<file path="config.mk">
export PLATFORM = sky130hd
export DESIGN_NAME = text_terminal_cursor_engine_unit
export DESIGN_NICKNAME = d
export VERILOG_FILES = /design/src/ttc_pkg.sv /design/src/ttc_cursor_step.sv /design/src/text_terminal_cursor_engine_unit.sv
export SDC_FILE = /design/constraint.sdc
export NUM_CORES = 1
export LEC_CHECK = 0
export BUFFER_PORTS_ARGS = -buffer_cell sky130_fd_sc_hd__buf_4
export CORE_MARGIN = 2
export CORE_UTILIZATION = 44
export CTS_BUF_LIST = sky130_fd_sc_hd__clkbuf_8
export CTS_CLUSTER_SIZE = 30
export DETAILED_ROUTE_END_ITERATION = 8
export PLACE_DENSITY = 0.65
export SYNTH_ARGS = -nofsm -noshare
export SYNTH_HDL_FRONTEND = slang
export SYNTH_HIERARCHICAL = 1
export SYNTH_SLANG_ARGS = --single-unit
</file>
<file path="constraint.sdc">
create_clock -name clk -period 5.7 [get_ports clk]
set_clock_uncertainty 0.15 [all_clocks]
set_input_delay 0.57 -clock clk [delete_from_list [all_inputs] [get_ports clk]]
set_output_delay 0.57 -clock clk [all_outputs]
set_load 0.01 [all_outputs]
</file>
<file path="src/ttc_pkg.sv">
package ttc_pkg;

  // field widths
  localparam int unsigned CharWidth = 8;
  localparam int unsigned PosWidth  = 8;
  localparam int unsigned CfgIndexWidth = 2;
  localparam int unsigned OutDataWidth  = 56;

  // character codes
  localparam logic [CharWidth-1:0] CharTab     = 8'd9;
  localparam logic [CharWidth-1:0] CharNewline = 8'd10;
  localparam logic [CharWidth-1:0] CharReturn  = 8'd13;

  // register indexes
  localparam logic [CfgIndexWidth-1:0] RegScreenWidth   = 2'd0;
  localparam logic [CfgIndexWidth-1:0] RegScreenHeight  = 2'd1;
  localparam logic [CfgIndexWidth-1:0] RegTextAttribute = 2'd2;

  // register reset values
  localparam logic [PosWidth-1:0] ResetWidth     = 8'd80;
  localparam logic [PosWidth-1:0] ResetHeight    = 8'd25;
  localparam logic [7:0]          ResetAttribute = 8'd15;

  // one result item
  typedef struct packed {
    logic                write_valid;
    logic [PosWidth-1:0] write_row;
    logic [PosWidth-1:0] write_column;
    logic [CharWidth-1:0] glyph;
    logic [7:0]          attribute;
    logic                scroll_up;
    logic [PosWidth-1:0] cursor_row;
    logic [PosWidth-1:0] cursor_column;
  } ttc_result_t;

endpackage

</file>
<file path="src/ttc_cursor_step.sv">
module ttc_cursor_step #(
  parameter int unsigned TAB_STOP = 8
) (
  input  logic [ttc_pkg::CharWidth-1:0] code,
  input  logic [ttc_pkg::PosWidth-1:0]  row,
  input  logic [ttc_pkg::PosWidth-1:0]  column,
  input  logic [ttc_pkg::PosWidth-1:0]  screen_width,
  input  logic [ttc_pkg::PosWidth-1:0]  screen_height,
  input  logic [7:0]                    text_attribute,
  output ttc_pkg::ttc_result_t          result
);

  localparam int unsigned PosW     = ttc_pkg::PosWidth;
  localparam int unsigned TabDepth = 2 ** PosW;

  logic [PosW-1:0] width_eff;
  logic [PosW-1:0] height_eff;
  logic [PosW-1:0] row_c;
  logic [PosW-1:0] col_c;
  logic [PosW:0]   col_inc;
  logic [PosW:0]   row_inc;
  logic [PosW:0]   tab_next;
  logic            line_scroll;
  logic [PosW-1:0] line_row;
  logic [PosW:0]   tab_next_tbl [TabDepth];

  // next tab stop for every column, fixed at elaboration
  for (genvar g = 0; g < TabDepth; g++) begin : g_tab
    assign tab_next_tbl[g] = (PosW+1)'((g / TAB_STOP + 1) * TAB_STOP);
  end

  // a zero size acts as one, cursor clamped into the screen
  assign width_eff  = (screen_width == '0) ? PosW'(1) : screen_width;
  assign height_eff = (screen_height == '0) ? PosW'(1) : screen_height;
  assign row_c      = (row >= height_eff) ? height_eff - PosW'(1) : row;
  assign col_c      = (column >= width_eff) ? width_eff - PosW'(1) : column;

  assign col_inc  = {1'b0, col_c} + (PosW+1)'(1);
  assign row_inc  = {1'b0, row_c} + (PosW+1)'(1);
  assign tab_next = tab_next_tbl[col_c];

  // moving to the next line, scroll when past the bottom row
  assign line_scroll = (row_inc >= {1'b0, height_eff});
  assign line_row    = line_scroll ? height_eff - PosW'(1) : row_inc[PosW-1:0];

  always_comb begin
    result = '0;
    result.cursor_row    = row_c;
    result.cursor_column = col_c;
    case (code)
      ttc_pkg::CharNewline: begin
        result.cursor_row    = line_row;
        result.cursor_column = '0;
        result.scroll_up     = line_scroll;
      end
      ttc_pkg::CharReturn: begin
        result.cursor_column = '0;
      end
      ttc_pkg::CharTab: begin
        if (tab_next >= {1'b0, width_eff}) begin
          result.cursor_row    = line_row;
          result.cursor_column = '0;
          result.scroll_up     = line_scroll;
        end else begin
          result.cursor_column = tab_next[PosW-1:0];
        end
      end
      default: begin
        result.write_valid  = 1'b1;
        result.write_row    = row_c;
        result.write_column = col_c;
        result.glyph        = code;
        result.attribute    = text_attribute;
        if (col_inc >= {1'b0, width_eff}) begin
          result.cursor_row    = line_row;
          result.cursor_column = '0;
          result.scroll_up     = line_scroll;
        end else begin
          result.cursor_column = col_inc[PosW-1:0];
        end
      end
    endcase
  end

endmodule

</file>
<file path="src/text_terminal_cursor_engine_unit.sv">
// Text terminal cursor engine.
// Input stream (s_*): one character byte per item. Output stream (m_*): one
// result item per input item, carrying the glyph write (if any), the scroll
// request and the cursor position after the character.
// Configuration: cfg_wr_en with cfg_index 0 = screen width, 1 = screen height,
// 2 = text attribute; the user must write them only while no item is in flight,
// which the block does not enforce. Throughput: one item per cycle while the
// receiver does not stall. The character is held in an input register and the
// cursor update is one pass of combinational logic into the result register;
// the cursor state is updated when the result register is loaded, ready for the next item.
// When the receiver stalls, the result register holds and one more item waits
// in the input register; s_tready drops only when both are full.
// Reset (rst, synchronous): both registers empty, cursor at row 0 column 0,
// width 80, height 25, attribute 15.
module text_terminal_cursor_engine_unit #(
  parameter int unsigned TAB_STOP = 8
) (
  input  logic        clk,
  input  logic        rst,
  input  logic        s_tvalid,
  output logic        s_tready,
  input  logic [7:0]  s_tdata,   // [7:0] char_code
  output logic        m_tvalid,
  input  logic        m_tready,
  // [0] write_valid, [8:1] write_row, [16:9] write_column, [24:17] glyph,
  // [32:25] attribute, [33] scroll_up, [41:34] cursor_row,
  // [49:42] cursor_column, [55:50] zero
  output logic [ttc_pkg::OutDataWidth-1:0] m_tdata,
  input  logic        cfg_wr_en,
  input  logic [ttc_pkg::CfgIndexWidth-1:0] cfg_index,
  input  logic [7:0]  cfg_data
);

  localparam int unsigned PosW = ttc_pkg::PosWidth;

  logic [PosW-1:0] screen_width;
  logic [PosW-1:0] screen_height;
  logic [7:0]      text_attribute;
  logic [PosW-1:0] row_position;
  logic [PosW-1:0] column_position;

  logic                             in_valid;
  logic [ttc_pkg::CharWidth-1:0]    in_code;
  logic                             out_valid;
  ttc_pkg::ttc_result_t             out_result;
  ttc_pkg::ttc_result_t             step_result;
  logic                             advance;

  // input register moves on when the result register is free or being taken
  assign advance  = in_valid && (!out_valid || m_tready);
  assign s_tready = !in_valid || advance;

  // configuration registers
  always_ff @(posedge clk) begin
    if (rst) begin
      screen_width   <= ttc_pkg::ResetWidth;
      screen_height  <= ttc_pkg::ResetHeight;
      text_attribute <= ttc_pkg::ResetAttribute;
    end else if (cfg_wr_en) begin
      case (cfg_index)
        ttc_pkg::RegScreenWidth:   screen_width   <= cfg_data;
        ttc_pkg::RegScreenHeight:  screen_height  <= cfg_data;
        ttc_pkg::RegTextAttribute: text_attribute <= cfg_data;
        default: ;
      endcase
    end
  end

  // input register
  always_ff @(posedge clk) begin
    if (rst) begin
      in_valid <= 1'b0;
    end else if (s_tready) begin
      in_valid <= s_tvalid;
    end
  end

  always_ff @(posedge clk) begin
    if (s_tvalid && s_tready) begin
      in_code <= s_tdata;
    end
  end

  // cursor update
  ttc_cursor_step #(
    .TAB_STOP(TAB_STOP)
  ) u_step (
    .code           (in_code),
    .row            (row_position),
    .column         (column_position),
    .screen_width   (screen_width),
    .screen_height  (screen_height),
    .text_attribute (text_attribute),
    .result         (step_result)
  );

  // cursor state and result register valid
  always_ff @(posedge clk) begin
    if (rst) begin
      row_position    <= '0;
      column_position <= '0;
      out_valid       <= 1'b0;
    end else begin
      if (advance) begin
        row_position    <= step_result.cursor_row;
        column_position <= step_result.cursor_column;
        out_valid       <= 1'b1;
      end else if (m_tready) begin
        out_valid <= 1'b0;
      end
    end
  end

  // result payload
  always_ff @(posedge clk) begin
    if (advance) begin
      out_result <= step_result;
    end
  end

  assign m_tvalid = out_valid;
  assign m_tdata  = {
    (ttc_pkg::OutDataWidth - 50)'(0),
    out_result.cursor_column,
    out_result.cursor_row,
    out_result.scroll_up,
    out_result.attribute,
    out_result.glyph,
    out_result.write_column,
    out_result.write_row,
    out_result.write_valid
  };

`ifndef NO_ASSERTIONS
  // a stalled input means both registers hold an item
  a_full_when_stalled: assert property (@(posedge clk) disable iff (rst)
    !s_tready |-> (in_valid && out_valid))
    else $error("input stalled while a register is free");

  // a scroll request always leaves the cursor at column zero
  a_scroll_column: assert property (@(posedge clk) disable iff (rst)
    (out_valid && out_result.scroll_up) |-> (out_result.cursor_column == '0))
    else $error("scroll request with cursor off column zero");

  // control bytes never produce a write, and writes carry no control byte
  a_write_glyph: assert property (@(posedge clk) disable iff (rst)
    (out_valid && out_result.write_valid) |->
      (out_result.glyph != ttc_pkg::CharNewline &&
       out_result.glyph != ttc_pkg::CharReturn &&
       out_result.glyph != ttc_pkg::CharTab))
    else $error("control byte written as a glyph");

  // an item taken into the result register becomes visible next cycle
  a_advance_valid: assert property (@(posedge clk) disable iff (rst)
    advance |=> out_valid)
    else $error("result lost after advance");
`endif

endmodule

</file>
# Word level (Yosys, flattened, before mapping)
# Memory sizes are Yosys's and may differ from the RTL's.
# Cells that the tools add are included.
[totals]
ff_bits = 100
romBits = 2304
out_inout_bits = 58
word_cells = 64
n_memories = 1
[classes]
add_sub_neg = 4
order_cmp = 6
eq_ne = 5
n_mux = 16
n_bitwise = 1
n_reduce_logical = 15
[mem_list]
columns = ["memory", "words", "word_bits", "read_ports", "rd_ports_with_merged_regs", "wr", "line_no", "rtl"]
rows = [
  ["(name not given)", 256, 9, 1, 0, 0, "ttc_cursor_step.sv:40", "assign tab_next = tab_next_tbl[col_c];"],
]
[op_table]
columns = ["cell", "n"]
rows = [
  ["2-to-1 mux 8 bit", 7],
  ["2-to-1 mux 9 bit", 4],
  ["2-to-1 mux 33 bit", 1],
  [">= comparator 9 x 8 -> 1 bit", 3],
  ["case mux 9 bit (3 select lines)", 1],
  ["== test 8 x 4 -> 1 bit, second input constant", 3],
  ["adder 8 x 1 -> 9 bit, second input constant", 2],
  [">= comparator 8 bit", 2],
  ["zero test 8 bit", 2],
  ["case mux 8 bit (2 select lines)", 1],
  ["subtractor 8 x 1 -> 8 bit, second input constant", 2],
  [">= comparator 9 bit, second input constant", 1],
  ["inverter 8 -> 9 bit", 1],
  ["AND reduction 2 bit", 3],
  ["OR reduction 3 bit", 1],
  ["== test 2 x 1 -> 1 bit, second input constant", 1],
  ["== test 2 bit, second input constant", 1],
  ["logical AND 1 bit", 2],
  ["zero test 1 bit", 2],
  ["zero test 2 bit", 1],
  ["logical OR 1 bit", 2],
  ["2-to-1 mux 1 bit", 2],
  ["nonzero test 2 bit", 1],
  ["OR reduction 2 bit", 1],
]

# Logic depth before layout (Yosys ltp)
[depth]
depth_word = 11
ltp_mapped = 31
depth_no_buf = 27

# By module
# Netlist, hierarchy kept.
[by_module_without_submodules]
columns = ["mod", "instances", "cells_each", "area_per_inst_um2", "seq_area_each_um2"]
rows = [
  ["text_terminal_cursor_engine_unit", 1, 237, 3478.3, 2582.5],
  ["ttc_cursor_step", 1, 346, 2396.0, 0.0],
]

# Worst setup path before layout
# No wires, ideal clock.
[synth_timing]
path_kind = "flip-flop to flip-flop"
start = "register screen_width[4]"
end = "register row_position[0]"
setup_time_ps = 72
arrival_ps = 5244
required_ps = 5478
path_slack_ps = 234
path_stages_with_launch = 29
path_buffers = 3
synth_period_minus_slack_ps = 5466
cell_sequence = "dfxtp_1 buf_2 or4_4 nor2_1 a31oi_1 inv_1 ha_1 o21ai_0 a221o_1 a21o_1 buf_2 buf_2 a311oi_1 a21oi_1 inv_1 ha_1 inv_1 nor4_1 xnor2_1 ha_1 nand2_1 a21oi_1 a211o_1 a211o_1 o22ai_2 and2b_1 a221oi_2 nand2b_1 mux2i_1"
[synth_lines]
columns = ["item", "line_no", "rtl"]
rows = [
  ["from (decl)", "text_terminal_cursor_engine_unit.sv:36", "logic [PosW-1:0] screen_width;"],
  ["from (signal assigned)", "text_terminal_cursor_engine_unit.sv:56", "screen_width <= ttc_pkg::ResetWidth;"],
  ["from (signal assigned)", "text_terminal_cursor_engine_unit.sv:61", "ttc_pkg::RegScreenWidth: screen_width <= cfg_data;"],
  ["to (signal assigned)", "text_terminal_cursor_engine_unit.sv:105", "row_position <= step_result.cursor_row;"],
  ["to (decl)", "text_terminal_cursor_engine_unit.sv:39", "logic [PosW-1:0] row_position;"],
]

==> flow_summary.json <==
{
  "synthCells": 583,
  "slew_headroom_pct": 42.4,
  "clk_pin_slew_ps": 110,
  "critPathLaunchType": "flip-flop",
  "cap_violations": 0,
  "holdWs_ps": 194,
  "dieArea_sq_mm": 0.0143,
  "setup.reg_to_reg.worst_slack_ps": 290,
  "synthArstFlopShare_pct": 0,
  "crit_chain": "or4_4 > nor2_2 > a31oi_1 > inv_1 > ha_1 > o21ai_0 > a221o_1 > a21o_4 > mux2i_2 > buf_4 > nor3_1 > xnor2_1 > ha_1 > o2111ai_1 > a21oi_1 > a211o_1 > a211o_1 > o22ai_4 > and2b_1 > a221oi_2 > nand2b_1 > mux2i_1",
  "netlist_area_sq_mm": 0.00587,
  "cts-root-buf": "clkbuf_8",
  "dpl_cell_area_sq_mm": 0.00666,
  "layout_min_cycle_time_ps": 5410,
  "cts_tree": "built",
  "fin_crit_sh_pct": 95.0,
  "fin_total_pwr_mw": 1.39,
  "routedWlPerCell_microns": 15.7,
  "synth.distinct_cells": 65,
  "die_h_microns": 120,
  "path_delay_family": "compound AO/OA/AOI/OAI gates",
  "ant_nets": 0,
  "grt_max_degree": 65,
  "crit_path_end_kind": "flip-flop",
  "yosysSeqAreaShare_pct": 44.0,
  "hold_depth": 1,
  "hold_violations": 0,
  "rows": 42,
  "via_per_inst": 5.28,
  "outcome": "finished clean",
  "diodes": 0,
  "stdcell_area_sq_mm": 0.00693,
  "io_buffers": 74,
  "drv_slew": 0,
  "cpPeakStageDelay_ps": 550,
  "ys_ff_latch": 100,
  "hpwlAfterDp_microns": 10000,
  "p_leak_nw": 2.88,
  "synthTopCellsByArea": "edfxtp_1, dfxtp_1, ha_1, mux2i_1, nand2b_1",
  "fmax_mhz": 185,
  "synth_top_area_share_pct": 29.6,
  "syn_avg_cell_area_sq_um": 10.1,
  "clk_latency_ps": 390,
  "die_w_microns": 120,
  "reg2reg_depth": 22,
  "clk_path_buf_depth": 2,
  "powerDensity_mw_per_mm2": 200,
  "ys.flop_type": "edfxtp_1",
  "antenna_found_initial": 0,
  "ios": 81,
  "cp_num_buf_inv": 2,
  "min_path_type": "in2reg",
  "layout_setup_ws_ps": 288,
  "start_util_pct": 44.7,
  "yosysWarnings": 6,
  "htree_levels": 3,
  "overflow": 0,
  "drt_first_pass_iters": 5,
  "cts.sinks": 100,
  "cts_buffers": 9,
  "ir_drop_mv": 0.154,
  "worst_pin_slew_ps": 862,
  "syn2layout_area_growth_pct": 18.0,
  "grt_pass1_wl_microns": 21500,
  "critical_path_class": "reg2reg",
  "reg2reg_from": "screen_width[5]",
  "pre_cts_slack_ps": 49.4,
  "crit_start": "screen_width[5]",
  "final-setup-viol-count": 0,
  "cp_num_cells": 22,
  "grt_pass1_vias": 4176,
  "drcViolationCount": 0,
  "crit_required_ps": 5870,
  "layout-drive-gt1-share_pct": 21.9,
  "synth_edf_count": 58,
  "final_core_util_pct": 52.8,
  "drt_iter0_markers": 243,
  "rr_endpoint": "row_position[0]",
  "gp_congestion": 0.939,
  "worst_path_max_delay_cell": "or4_4",
  "yosysTopAreaCell": "edfxtp_1",
  "routed-via-count": 4468,
  "worstPathMaxFanout": 10,
  "crit_end": "row_position[0]",
  "finish.net_count": 733,
  "cp.arrival_ps": 5590,
  "drt_wl_total_microns": 13300,
  "grt_usage_pct": 19.0,
  "core_sq_mm": 0.0131
}
final cells by class:
class	count	area, sq um
repair buffers	99	756
clock inverters	7	58.8
clock buffers	9	124
flip-flops and latches	100	2580
inverters	42	158
well taps	176	220
multi-input cells	414	3030
fillers	1214	6200
how the worst min path moves through the flow:
stage | from | to | slack [ps]
after CTS | s_tdata[4] | in_code[4] | 170
final | s_tdata[4] | in_code[4] | 190
after global placement | in_code[5] | m_tdata[22] | 280
after global routing | s_tdata[4] | in_code[4] | 170
after floorplan | text_attribute[4] | text_attribute[4] | 280
after detailed placement | in_code[5] | m_tdata[22] | 290
synth_stat cells (all sizes together) (5+ instances only):
library cell and instances:
nor2 60, edfxtp 58, ha 44, mux2i 44, dfxtp 42, inv 42, nand2b 36, a21oi 32
nand2 30, buf 22, nor3 22, nor2b 19, o21ai 19, xnor2 16, clkbuf 10, a31oi 6
and2 5, nand3 5, nand4 5
sequential cells by signal, indices dropped and copies added (netlist names):
signal           flops
in_code              8
in_valid             1
text_attribute       8
column_position      8
row_position         8
screen_height        8
m_tdata             50
m_tvalid             1
screen_width         8
metrics by stage:
stage / cells / TNS (ps)
after CTS: 845 / 0
after floorplan: 588 / 0
after detailed placement: 829 / 0
after global routing: 847 / -7.75
final: 847 / 0
after global placement: 829 / 0
routing by layer:
layer  vias to the layer above  part of all wire (%)  global-route usage (%)
met3                        19                   5.9                    4.28
li1                       2207                     -                       -
met1                      2112                    49                    27.6
met2                       130                    43                    27.5
met4                         0                   2.0                    7.43
met5                         -                     0                       0
kinds of logic (layout without fill, tap and decap cells):
family / after synthesis / count (layout) / share of synthesized area (%)
adder cells (fa/ha/maj): 44 / 44 / 9.37
multiplexers: 48 / 48 / 8.48
flip-flops: 100 / 100 / 44.0
XOR/XNOR: 18 / 18 / 2.81
AND/OR/NAND/NOR: 202 / 202 / 18.2
buffers and inverters: 74 / 157 / 6.07
other: 1 / 6 / 0.0638
AO/OA/AOI/OAI: 96 / 96 / 11.0
power by group:
part	switching, mW	leakage [nW]	total (mW)	internal (mW)
combinational	0.0830	1.89	0.151	0.0678
sequential	0.0137	0.886	0.802	0.789
clock	0.268	0.0994	0.434	0.167
total	0.364	2.88	1.39	1.02
what timing repair did:
| action | in CTS | in global routing |
|---|---|---|
| endpoints found under the setup margin | 0 | 25 |
| hold buffers | 0 | 0 |
| resized for setup | 0 | 14 |
| setup buffers | 0 | 2 |
cells in the final DEF (no fill, tap or decap), types with 9 or more instances in the layout:
master     n
a21oi_1   32
buf_4     98
clkbuf_8   9
dfxtp_1   42
edfxtp_1  58
ha_1      43
inv_1     43
mux2i_1   41
nand2_1   30
nand2b_1  36
nor2_1    59
nor2b_1   16
nor3_1    21
o21ai_0   16
xnor2_1   14
worst register-to-register path, stage by stage, from the launching register on:
cell,delay (ps)
dfxtp_1,360
or4_4,550
nor2_2,120
a31oi_1,110
inv_1,100
ha_1,120
o21ai_0,80
a221o_1,380
a21o_4,290
mux2i_2,180
buf_4,160
nor3_1,550
xnor2_1,160
ha_1,290
o2111ai_1,110
a21oi_1,100
a211o_1,230
a211o_1,340
o22ai_4,220
and2b_1,240
a221oi_2,280
nand2b_1,90
mux2i_1,140
No activity file was read; power rests on OpenSTA's default activity.
